==> config.mk <==
export PLATFORM = sky130hd
export DESIGN_NAME = button_short_long_press_detector_unit
export DESIGN_NICKNAME = d
export VERILOG_FILES = /design/src/rtl/bsld_pkg.sv /design/src/rtl/button_short_long_press_detector_unit.sv
export SDC_FILE = /design/constraint.sdc
export NUM_CORES = 1
export LEC_CHECK = 0
export BUFFER_PORTS_ARGS = -buffer_cell sky130_fd_sc_hd__buf_2
export CAP_MARGIN = 20
export CELL_PAD_IN_SITES_DETAIL_PLACEMENT = 2
export CELL_PAD_IN_SITES_GLOBAL_PLACEMENT = 2
export CORE_AREA = 2 2 98 119
export CTS_BUF_LIST = sky130_fd_sc_hd__clkbuf_8
export DETAILED_ROUTE_END_ITERATION = 10
export DIE_AREA = 0 0 100 121
export PLACE_DENSITY = 0.77
export SYNTH_ARGS = -nofsm -noshare
export SYNTH_HDL_FRONTEND = slang
export SYNTH_SLANG_ARGS = --single-unit
==> constraint.sdc <==
create_clock -name clk_i -period 3.8 [get_ports clk_i]
set_clock_uncertainty 0.2 [all_clocks]
set_input_delay 0.76 -clock clk_i [delete_from_list [all_inputs] [get_ports clk_i]]
set_output_delay 0.76 -clock clk_i [all_outputs]
set_load 0.005 [all_outputs]
==> src/rtl/bsld_pkg.sv <==
// ----------------------------------------------------------------------------
// Button press detector package
// Timer width, register indexes and the result word type.
// ----------------------------------------------------------------------------
`default_nettype none

package bsld_pkg;

  localparam int TimerBits = 16;
  localparam int RegBits   = 16;
  localparam int IdxBits   = 2;

  localparam logic [32:0] TimerMax = (33'd1 << TimerBits) - 33'd1;

  typedef logic [TimerBits-1:0] timer_t;

  typedef enum logic [IdxBits-1:0] {
    RegDebounceTicks  = 2'd0,
    RegLongPressTicks = 2'd1,
    RegInputsEnabled  = 2'd2
  } reg_idx_e;

  typedef struct packed {
    logic short_press;
    logic long_press;
    logic stable_pressed;
  } res_t;

  // A zero delay acts as one; a delay above the timer range saturates.
  function automatic timer_t load_value(input logic [RegBits-1:0] r);
    logic [32:0] v;
    v = {{(33-RegBits){1'b0}}, r};
    if (v == 33'd0) begin
      v = 33'd1;
    end
    if (v > TimerMax) begin
      v = TimerMax;
    end
    return v[TimerBits-1:0];
  endfunction

endpackage

`default_nettype wire

==> src/rtl/button_short_long_press_detector_unit.sv <==
// ----------------------------------------------------------------------------
// Button short/long press detector
// Debounces one raw button sample per word and reports short and long presses.
// ----------------------------------------------------------------------------
// Usage: the input channel (in_valid_i/in_ready_o) carries one raw_level word
// per millisecond tick. Every accepted word yields exactly one result word on
// the output channel (out_valid_o/out_ready_i) with short_press, long_press
// and stable_pressed. The state update is a single pass of counter and flag
// logic, so the result is registered on acceptance and a new word can be taken
// in every cycle while the skid is empty. Results pass through an output
// register backed by one skid register: when the receiver stalls, one more
// word is still taken, then in_ready_o drops until the output register drains.
// The configuration port (cfg_we_i, cfg_idx_i, cfg_wdata_i) writes the debounce
// delay, the hold time and the pulse enable; write it only while the block is
// idle. Reset clears the counters and flags, sets the delays to 20 and 3000
// ticks and disables the pulses. No clearing pass is needed.
// ----------------------------------------------------------------------------
`default_nettype none

module button_short_long_press_detector_unit import bsld_pkg::*; (
  input  wire logic               clk_i,
  input  wire logic               rst_ni,
  input  wire logic               cfg_we_i,
  input  wire logic [IdxBits-1:0] cfg_idx_i,
  input  wire logic [RegBits-1:0] cfg_wdata_i,
  input  wire logic               in_valid_i,
  output logic                    in_ready_o,
  input  wire logic               raw_level_i,
  output logic                    out_valid_o,
  input  wire logic               out_ready_i,
  output logic                    short_press_o,
  output logic                    long_press_o,
  output logic                    stable_pressed_o
);

  // Configuration registers.
  logic [RegBits-1:0] debounce_ticks_q;
  logic [RegBits-1:0] long_press_ticks_q;
  logic               inputs_enabled_q;

  // Detector state.
  logic   last_raw_q, last_raw_d;
  timer_t debounce_left_q, debounce_left_d;
  logic   debounce_armed_q, debounce_armed_d;
  logic   settled_q, settled_d;
  timer_t hold_left_q, hold_left_d;
  logic   hold_armed_q, hold_armed_d;
  logic   long_marked_q, long_marked_d;

  // Output register and skid register.
  res_t res_d;
  res_t out_q;
  res_t skid_q;
  logic out_valid_q;
  logic skid_valid_q;

  logic in_fire;
  logic hold_loaded;
  timer_t deb_dec;
  timer_t hold_dec;

  assign in_ready_o = !skid_valid_q;
  assign in_fire    = in_valid_i && in_ready_o;

  always_ff @(posedge clk_i or negedge rst_ni) begin
    if (!rst_ni) begin
      debounce_ticks_q   <= RegBits'(20);
      long_press_ticks_q <= RegBits'(3000);
      inputs_enabled_q   <= 1'b0;
    end else if (cfg_we_i) begin
      unique case (cfg_idx_i)
        RegDebounceTicks:  debounce_ticks_q   <= cfg_wdata_i;
        RegLongPressTicks: long_press_ticks_q <= cfg_wdata_i;
        RegInputsEnabled:  inputs_enabled_q   <= cfg_wdata_i[0];
        default: ;
      endcase
    end
  end

  assign deb_dec = debounce_left_q - timer_t'(1);

  always_comb begin
    last_raw_d       = raw_level_i;
    debounce_left_d  = debounce_left_q;
    debounce_armed_d = debounce_armed_q;
    settled_d        = settled_q;
    hold_left_d      = hold_left_q;
    hold_armed_d     = hold_armed_q;
    long_marked_d    = long_marked_q;
    hold_loaded      = 1'b0;
    res_d            = '0;

    if (raw_level_i != last_raw_q) begin
      debounce_left_d  = load_value(debounce_ticks_q);
      debounce_armed_d = 1'b1;
    end else if (debounce_armed_q) begin
      debounce_left_d = deb_dec;
      if (deb_dec == '0) begin
        debounce_armed_d = 1'b0;
        if (raw_level_i != settled_q) begin
          settled_d = raw_level_i;
          if (raw_level_i) begin
            long_marked_d = 1'b0;
            hold_left_d   = load_value(long_press_ticks_q);
            hold_armed_d  = 1'b1;
            hold_loaded   = 1'b1;
          end else begin
            hold_armed_d      = 1'b0;
            hold_left_d       = '0;
            res_d.short_press = !long_marked_q && inputs_enabled_q;
          end
        end
      end
    end

    // The hold countdown runs on the value left by the debounce step.
    if (hold_armed_d && !hold_loaded) begin
      hold_left_d = hold_dec;
      if (hold_dec == '0) begin
        hold_armed_d = 1'b0;
        if (settled_d && !long_marked_d && raw_level_i) begin
          long_marked_d    = 1'b1;
          res_d.long_press = inputs_enabled_q;
        end
      end
    end

    res_d.stable_pressed = settled_d;
  end

  // Only the old hold value can be decremented: a fresh load skips the step.
  assign hold_dec = hold_left_q - timer_t'(1);

  always_ff @(posedge clk_i or negedge rst_ni) begin
    if (!rst_ni) begin
      last_raw_q       <= 1'b0;
      debounce_left_q  <= '0;
      debounce_armed_q <= 1'b0;
      settled_q        <= 1'b0;
      hold_left_q      <= '0;
      hold_armed_q     <= 1'b0;
      long_marked_q    <= 1'b0;
    end else if (in_fire) begin
      last_raw_q       <= last_raw_d;
      debounce_left_q  <= debounce_left_d;
      debounce_armed_q <= debounce_armed_d;
      settled_q        <= settled_d;
      hold_left_q      <= hold_left_d;
      hold_armed_q     <= hold_armed_d;
      long_marked_q    <= long_marked_d;
    end
  end

  always_ff @(posedge clk_i or negedge rst_ni) begin
    if (!rst_ni) begin
      out_valid_q  <= 1'b0;
      skid_valid_q <= 1'b0;
    end else if (!out_valid_q || out_ready_i) begin
      if (skid_valid_q) begin
        out_valid_q  <= 1'b1;
        skid_valid_q <= 1'b0;
      end else begin
        out_valid_q <= in_fire;
      end
    end else if (in_fire) begin
      skid_valid_q <= 1'b1;
    end
  end

  always_ff @(posedge clk_i) begin
    if (!out_valid_q || out_ready_i) begin
      if (skid_valid_q) begin
        out_q <= skid_q;
      end else if (in_fire) begin
        out_q <= res_d;
      end
    end else if (in_fire) begin
      skid_q <= res_d;
    end
  end

  assign out_valid_o      = out_valid_q;
  assign short_press_o    = out_q.short_press;
  assign long_press_o     = out_q.long_press;
  assign stable_pressed_o = out_q.stable_pressed;

endmodule

`default_nettype wire

Yosys cells after proc, flatten, opt, wreduce, memory -nomap -nowiden
Cells that the tools add are included.
{"block": "word_totals", "out_inout_bits": 5, "register_bits": 78, "input_bits": 24}
{"block": "classes", "eq_ne": 5, "add_sub_neg": 2, "magnitude_cmp": 2, "bitwise": 1, "muxes": 57, "reduce_logical": 29}
{"cell": "2-to-1 mux 33 bit", "n": 6}
{"cell": "2-to-1 mux 16 bit", "n": 12}
{"cell": "greater-than comparator 33 x 16 -> 1 bit, second input constant", "n": 2}
{"cell": "logical NOT 16 bit", "n": 4}
{"cell": "2-to-1 mux 1 bit", "n": 37}
{"cell": "subtractor 16 x 1 -> 16 bit, second input constant", "n": 2}
{"cell": "AND reduction 2 bit", "n": 6}
{"cell": "nonzero test 2 bit", "n": 6}
{"cell": "2-to-1 mux 3 bit", "n": 2}
{"cell": "logical AND 1 bit", "n": 5}
{"cell": "logical NOT 1 bit", "n": 5}
{"cell": "AND reduction 5 bit", "n": 1}
{"cell": "equality test 2 x 1 -> 1 bit, second input constant", "n": 1}
{"cell": "equality test 2 bit, second input constant", "n": 1}
{"cell": "logical NOT 2 bit", "n": 1}
{"cell": "inequality test 1 bit", "n": 2}
{"cell": "inequality test 2 x 1 -> 1 bit, second input constant", "n": 1}
{"cell": "logical OR 1 bit", "n": 1}
{"cell": "NOT 1 bit", "n": 1}

Depth between registers and ports, before layout
Gate-level depths: netlist of the first run.
{"block": "depth", "ltp_word": 15, "mapped_depth": 13}

Worst setup path before layout of the first run
OpenSTA, ideal clock, no wires.
{"block": "synth_path", "kind": "reg2reg", "startpoint": "reg debounce_left_q[0]", "endpoint": "reg hold_left_q[12]", "setup_slack_ns": 0.848, "required_ns": 3.473, "path_buffers": 3, "synth_period_minus_slack_ns": 2.952, "stages_incl_launch_ff": 14, "t_arrival_ns": 2.625, "cell_sequence": "dfrtp_1 -> buf_6 -> inv_1 -> ha_1 -> nor3b_1 -> clkbuf_8 -> o211a_1 -> o31a_1 -> o2111ai_4 -> o21a_1 -> or2_4 -> buf_6 -> a22oi_1 -> o22ai_1"}
{"block": "synth_between", "elab_chain_len": 9, "word_cells_on_any_way": 16, "classes_between": "1 x add/sub; 1 x eq/ne; 7 x mux; 7 x reduce/logical"}
{"item": "start: declaration", "line": "button_short_long_press_detector_unit.sv:43", "source": "timer_t debounce_left_q, debounce_left_d;"}
{"item": "start signal: assignment", "line": "button_short_long_press_detector_unit.sv:145", "source": "debounce_left_q <= debounce_left_d;"}
{"item": "subtractor 16 x 1 -> 16 bit (*)", "line": "button_short_long_press_detector_unit.sv:80", "source": "assign deb_dec = debounce_left_q - timer_t'(1);"}
{"item": "logical NOT 16 bit (*)", "line": "button_short_long_press_detector_unit.sv:98", "source": "if (deb_dec == '0) begin"}
{"item": "2-to-1 mux 1 bit", "line": "button_short_long_press_detector_unit.sv:98"}
{"item": "2-to-1 mux 1 bit", "line": "button_short_long_press_detector_unit.sv:96", "source": "end else if (debounce_armed_q) begin"}
{"item": "2-to-1 mux 1 bit", "line": "button_short_long_press_detector_unit.sv:93", "source": "if (raw_level_i != last_raw_q) begin"}
{"item": "logical NOT 1 bit", "line": "button_short_long_press_detector_unit.sv:117", "source": "if (hold_armed_d && !hold_loaded) begin"}
{"item": "logical AND 1 bit", "line": "button_short_long_press_detector_unit.sv:117"}
{"item": "inequality test 2 x 1 -> 1 bit (no source line) or nonzero test 2 bit (tied branches)"}
{"item": "AND reduction 5 bit (no source line)"}
{"item": "end signal: assignment", "line": "button_short_long_press_detector_unit.sv:148", "source": "hold_left_q <= hold_left_d;"}
{"item": "end: declaration", "line": "button_short_long_press_detector_unit.sv:46", "source": "timer_t hold_left_q, hold_left_d;"}
Every way passes the cells marked *; elsewhere a longest branch is shown, timed or not.
A chain may end at the register's enable or synchronous reset.

Worst setup path after layout of the first run
{"block": "layout_path", "startpoint": "reg debounce_left_q[0]", "endpoint": "reg hold_left_q[4]"}
The elaborated chain is that of the path after synthesis.

==> results of run 1 <==
==> layout by cell type (no fill, tap or decap), types with 8 or more instances in the layout <==
master,count
o21ai_0,41
mux2_2,36
inv_1,17
clkbuf_8,9
nor4_1,16
dfrtp_1,63
a21oi_1,21
a22oi_1,8
nor3_1,14
dfstp_2,9
buf_4,8
nand2_1,29
buf_2,27
nor2_1,40
==> report_power, final <==
part	switching, mW	internal (mW)	total [mW]
combinational	0.470	0.373	0.843
sequential	0.343	1.08	1.43
clock	0.352	0.313	0.665
==> cells by family after synthesis <==
kind of cell | after synthesis | synth area share, %
AOI/OAI and AO/OA | 121 | 18.90
DFF | 78 | 45.54
adders and majority gates | 5 | 1.429
muxes | 37 | 9.491
xor gates and xnor gates | 6 | 1.201
and+or+nand+nor | 151 | 19.24
buffers and inverters | 37 | 4.202
==> sequential cells by signal, summed over array words and instances, names as in the netlist, 3 cells and up <==
signal and cells:
debounce_ticks_q 16, hold_left_q 16, long_press_ticks_q 16, debounce_left_q 16, skid_q 3
==> area by class of cell <==
cell class                      count  share of cell area (%)
Multi-Input combinational cell    320                   45.82
Sequential cell                    78                   41.22
Timing Repair Buffer               35                   4.036
Tap cell                          132                   3.415
Clock buffer                        9                   2.561
Clock inverter                      7                   1.630
Inverter                           17                   1.320
==> through the flow <==
| step | instance area [um2] | worst slack, ns |
|---|---|---|
| 2_1_floorplan | 4377 | 0.8482 |
| 3_3_place_gp | 4633 | 0.4655 |
| 3_5_place_dp | 4633 | 0.2811 |
| 4_1_cts | 4836 | 0.2956 |
| 5_1_grt | 4836 | 0.02985 |
| 6_report | 4836 | 0.3159 |
==> final timing paths <==
check                                             endpoint  slack [ns]                             from  cells after the start
max                             hold_left_q[4]$_DFFE_PN0P_        0.32   debounce_left_q[0]$_DFFE_PN0P_                     11
min                        debounce_ticks_q[0]$_DFFE_PN0P_        0.32  debounce_ticks_q[0]$_DFFE_PN0P_                      1
max reg2reg                     hold_left_q[4]$_DFFE_PN0P_        0.32   debounce_left_q[0]$_DFFE_PN0P_                     11
min reg2reg                debounce_ticks_q[0]$_DFFE_PN0P_        0.32  debounce_ticks_q[0]$_DFFE_PN0P_                      1
max in group asynchronous   debounce_left_q[6]$_DFFE_PN0P_        2.42                           rst_ni                      1
min in group asynchronous       hold_left_q[6]$_DFFE_PN0P_        0.34                           rst_ni                      1
==> worst register-to-register path, stage by stage (launching register included) <==
cell and delay (ns):
dfrtp_1 0.58, inv_1 0.08, ha_1 0.26, nor3b_1 0.16, buf_4 0.19, nor3_1 0.20, o31a_1 0.26, o2111ai_4 0.22
o21a_1 0.29, nor2_4 0.46, o21ai_0 0.19, a22o_1 0.27
==> layer usage <==
metal  vias to the layer above  global-route usage, %  wire length, um
met3                        23                  3.053              255
met5                         -                      0                0
met1                      1869                  30.29             5711
li1                       1676                      -                -
met4                         0                  8.305              324
met2                        48                  40.54             6776
==> flow_metrics.env, run 1 <==
export IMPL_synth_commonest_cells="63 x dfrtp_1, 41 x o21ai_0, 40 x nor2_1"
export IMPL_p_leak_nw=1.934
export IMPL_vdd_ir_drop_max_uv=311.5
export IMPL_ios=29
export IMPL_port_buffers=28
export IMPL_antenna_cells=0
export IMPL_drive_gt1_share_pct=25.54
export IMPL_grt_max_degree=73
export IMPL_netlist_area_um2=4377
export IMPL_clk_path_buf_depth=2
export IMPL_n_fill_cell=1193
export IMPL_critPathRequiredTime_ns=3.85
export IMPL_first_pass_iters=4
export IMPL_cp_max_fo=25
export IMPL_grt_pass1_vias=3985
export IMPL_setup_viol=0
export IMPL_cts_repair_resized=0
export IMPL_yosysWarnings=0
export IMPL_synth_area_top_cells="dfrtp_1 36%, mux2_2 9.3%, dfstp_2 5.4%"
export IMPL_cp_num_buf_inv=2
export IMPL_power_mw=2.934
export IMPL_cp_arrival_ns=3.53
export IMPL_grt_pass1_wl_um=21870
export IMPL_synthDistinctLibCells=68
export IMPL_route_vias_total=3616
export IMPL_avgSynthCellArea_um2=10.06
export IMPL_worstMarginPinSlew_ns=0.9773
export IMPL_post_cts_buffers=0
export IMPL_slowest_delay_ns=0.58
export IMPL_synth_top_area_share_pct=36.02
export IMPL_cts_sinks=78
export IMPL_drc_errors=0
export IMPL_synthToLayoutAreaGrowth_pct=10.49
export IMPL_async_flop_share_pct=92.31
export IMPL_place_inst=582
export IMPL_clk_pin_slew_ns=0.09
export IMPL_synth_edf_count=6
export IMPL_finalCriticalPeriod_ns=3.484
export IMPL_whs_ns=0.3221
export IMPL_rsz0062_at_grt="false"
export IMPL_seq_area_frac_synth_pct=45.54
export IMPL_gr_total_overflow=0
export IMPL_place_gp_congestion=0.7770
export IMPL_htreeDepth=3
export IMPL_grt_total_usage_pct=23.53
export IMPL_register_area_um2=1993
export IMPL_start_kind="register"
export IMPL_period_share_pct=91.69
export IMPL_syn_nets=464
export IMPL_antenna_found_initial=0
export IMPL_ys_seq_elements=78
export IMPL_tns_ns=0
export IMPL_initial_core_util_pct=40.04
export IMPL_layoutNonFillerInstCount=598
export IMPL_root_buffer="clkbuf_8"
export IMPL_cp_end_kind="register"
export IMPL_drt_iter0_drc=109
export IMPL_crit_type="register to register"
export IMPL_slowest_stage="dfrtp_1"
export IMPL_via_per_inst=6.047
export IMPL_yosysMostFrequentCell="dfrtp_1"
export IMPL_die_w_um=100
export IMPL_synth_area_leader_cell="dfrtp_1"
export IMPL_post_dp_hpwl_um=9650
export IMPL_clock_latency_ns=0.37
export IMPL_dieArea_um2=12100
export IMPL_holdBufCountCts=0
export IMPL_max_slew_margin_pct=34.85
export IMPL_multi_input_area_um2=2216
export IMPL_routedWlPerCell_um=21.85
export IMPL_crit_family="compound AO/OA/AOI/OAI gates"
export IMPL_wirelength_um=13070
export IMPL_maxSlewViolCount=0
export IMPL_die_h_um=121
export IMPL_rows=42
export IMPL_synth_ff_type="dfrtp_1"
export IMPL_power_density_nw_per_um2=606.7
export IMPL_hold_violations=0
export IMPL_synthCells=435
export IMPL_cts_made_buffers=9
export IMPL_finish_utilization_pct=44.24
export IMPL_hp_class="register to register"
export IMPL_core_um2=10930
export IMPL_status="finished, final reports clean"
export IMPL_max_cap_violations=0
export IMPL_drtAntennaViolNets=0
export IMPL_critical_path_cell_chain="inv_1 -> ha_1 -> nor3b_1 -> buf_4 -> nor3_1 -> o31a_1 -> o2111ai_4 -> o21a_1 -> nor2_4 -> o21ai_0 -> a22o_1"
export IMPL_fmax_mhz=287.0
export IMPL_cts_tree="done"
export IMPL_fin_nets=490
(Power assumes the default switching activity.)
==> inputs of run 2 (changes only) <==
- CORE_AREA: 2 2 98 119 -> 2 2 95 115
- DIE_AREA: 0 0 100 121 -> 0 0 97 117
- PLACE_DENSITY: 0.77 -> 0.82
- clock period: 3.8 -> 4.45 ns (I/O delays scaled with it)
==> flow_metrics.env, run 2 (synthesis results as in run 1) <==
export IMPL_status="finished, final reports clean"
export IMPL_route_vias_total=3592
export IMPL_core_um2=10310
export IMPL_dieArea_um2=11350
export IMPL_wirelength_um=13230
export IMPL_drtAntennaViolNets=0
export IMPL_clock_latency_ns=0.37
export IMPL_critPathRequiredTime_ns=4.51
export IMPL_port_buffers=28
export IMPL_rows=41
export IMPL_gr_usage_met3_pct=3.147
export IMPL_ios=29
export IMPL_worstMarginPinSlew_ns=0.9565
export IMPL_layout_common_cells="63 x dfrtp_1, 41 x o21ai_0, 40 x nor2_1"
export IMPL_root_buffer="clkbuf_8"
export IMPL_pwr_share_clk_pct=20.1
export IMPL_hold_violations=0
export IMPL_grt_pass1_vias=3938
export IMPL_routedWlPerCell_um=22.35
export IMPL_fin_nets=487
export IMPL_grt_max_degree=73
export IMPL_use_met1_pct=28.42
export IMPL_die_w_um=97
export IMPL_first_pass_iters=4
export IMPL_whs_ns=0.3376
export IMPL_p_leak_nw=1.898
export IMPL_rsz0062_at_grt="false"
export IMPL_switching_power_mw=0.9755
export IMPL_gr_total_overflow=0
export IMPL_cp_end_kind="register"
export IMPL_cts_sinks=78
export IMPL_synthToLayoutAreaGrowth_pct=9.091
export IMPL_drc_errors=0
export IMPL_final_common_cell="dfrtp_1"
export IMPL_cts_tree="done"
export IMPL_start_kind="register"
export IMPL_post_cts_buffers=0
export IMPL_grt_total_usage_pct=24.50
export IMPL_antenna_cells=0
export IMPL_fmax_mhz=283.7
export IMPL_power_frac_comb_pct=29.5
export IMPL_period_share_pct=79.21
export IMPL_maxSlewViolCount=0
export IMPL_initial_core_util_pct=42.45
export IMPL_tns_ns=0
export IMPL_cp_arrival_ns=3.58
export IMPL_crit_type="register to register"
export IMPL_hp_class="register to register"
export IMPL_drt_iter0_drc=108
export IMPL_clk_pin_slew_ns=0.09
export IMPL_power_density_nw_per_um2=504.3
export IMPL_finalCriticalPeriod_ns=3.525
export IMPL_cts_repair_resized=0
export IMPL_cp_max_fo=25
export IMPL_busiest_layer="met2"
export IMPL_max_cap_violations=0
export IMPL_antenna_found_initial=0
export IMPL_vdd_ir_drop_max_uv=269.9
export IMPL_htreeDepth=3
export IMPL_setup_viol=0
export IMPL_holdBufCountCts=0
export IMPL_swShare_pct=40.52
export IMPL_grtUsageMet2_pct=46.85
export IMPL_drive_gt1_share_pct=24.62
export IMPL_place_gp_congestion=0.8318
export IMPL_via_per_inst=6.068
export IMPL_post_dp_hpwl_um=9735
export IMPL_grt_pass1_wl_um=21530
export IMPL_max_slew_margin_pct=36.23
export IMPL_p_seq_share_pct=50.4
export IMPL_p_int_mw=1.432
export IMPL_clk_path_buf_depth=2
export IMPL_die_h_um=117
export IMPL_cts_made_buffers=9
run 2: layer usage:
metal  vias up  wire, um
met3        16       275
li1       1665         -
met4         0       292
met5         -         0
met2        50      7145
met1      1861      5516
run 2: metrics by stage:
| step | power (mW) | utilization (%) | area, um2 | setup WS, ns | std cells |
|---|---|---|---|---|---|
| CTS | 2.425 | 46.31 | 4775 | 0.9271 | 592 |
| global placement | 1.868 | 44.68 | 4607 | 0.9741 | 576 |
| detailed placement | 1.934 | 44.68 | 4607 | 0.8001 | 576 |
| global route | 2.562 | 46.31 | 4775 | 0.6752 | 592 |
| floorplan | 1.668 | - | 4377 | 1.421 | 435 |
| finish | 2.408 | 46.31 | 4775 | 0.9250 | 592 |
run 2: final cells by class:
type                    instances  area [um2]
multi-input cells             320        2216
flip-flops and latches         78        1993
well taps                     129       161.4
repair buffers                 32       172.7
inverters                      17       63.81
clock buffers                   9       123.9
clock inverters                 7       43.79
fillers                      1125        5537
run 2: power groups by stage:
stage / logic (mW) / clock network, mW / registers [mW]
2_1_floorplan: 0.575 / 0 / 1.09
3_3_place_gp: 0.660 / 0 / 1.21
3_5_place_dp: 0.710 / 0 / 1.22
4_1_cts: 0.718 / 0.494 / 1.21
5_1_grt: 0.800 / 0.516 / 1.25
6_report: 0.710 / 0.483 / 1.21
run 2: worst max-delay path, stage by stage, from the launching register on:
cell and delay (ns):
dfrtp_1 0.58, inv_1 0.08, ha_1 0.26, nor3b_1 0.16
buf_4 0.19, nor3_1 0.22, o31a_1 0.28, o2111ai_4 0.24
o21a_1 0.30, nor2_4 0.46, o21ai_0 0.18, a22o_1 0.25
run 2: final timing paths:
check,start,end,slack (ns),cells after the start
min,debounce_ticks_q[0]$_DFFE_PN0P_,debounce_ticks_q[0]$_DFFE_PN0P_,0.34,1
min reg2reg,debounce_ticks_q[0]$_DFFE_PN0P_,debounce_ticks_q[0]$_DFFE_PN0P_,0.34,1
min in group asynchronous,rst_ni,hold_left_q[11]$_DFFE_PN0P_,0.44,1
max,debounce_left_q[0]$_DFFE_PN0P_,hold_left_q[4]$_DFFE_PN0P_,0.93,11
max reg2reg,debounce_left_q[0]$_DFFE_PN0P_,hold_left_q[4]$_DFFE_PN0P_,0.93,11
max in group asynchronous,rst_ni,debounce_left_q[4]$_DFFE_PN0P_,2.96,1
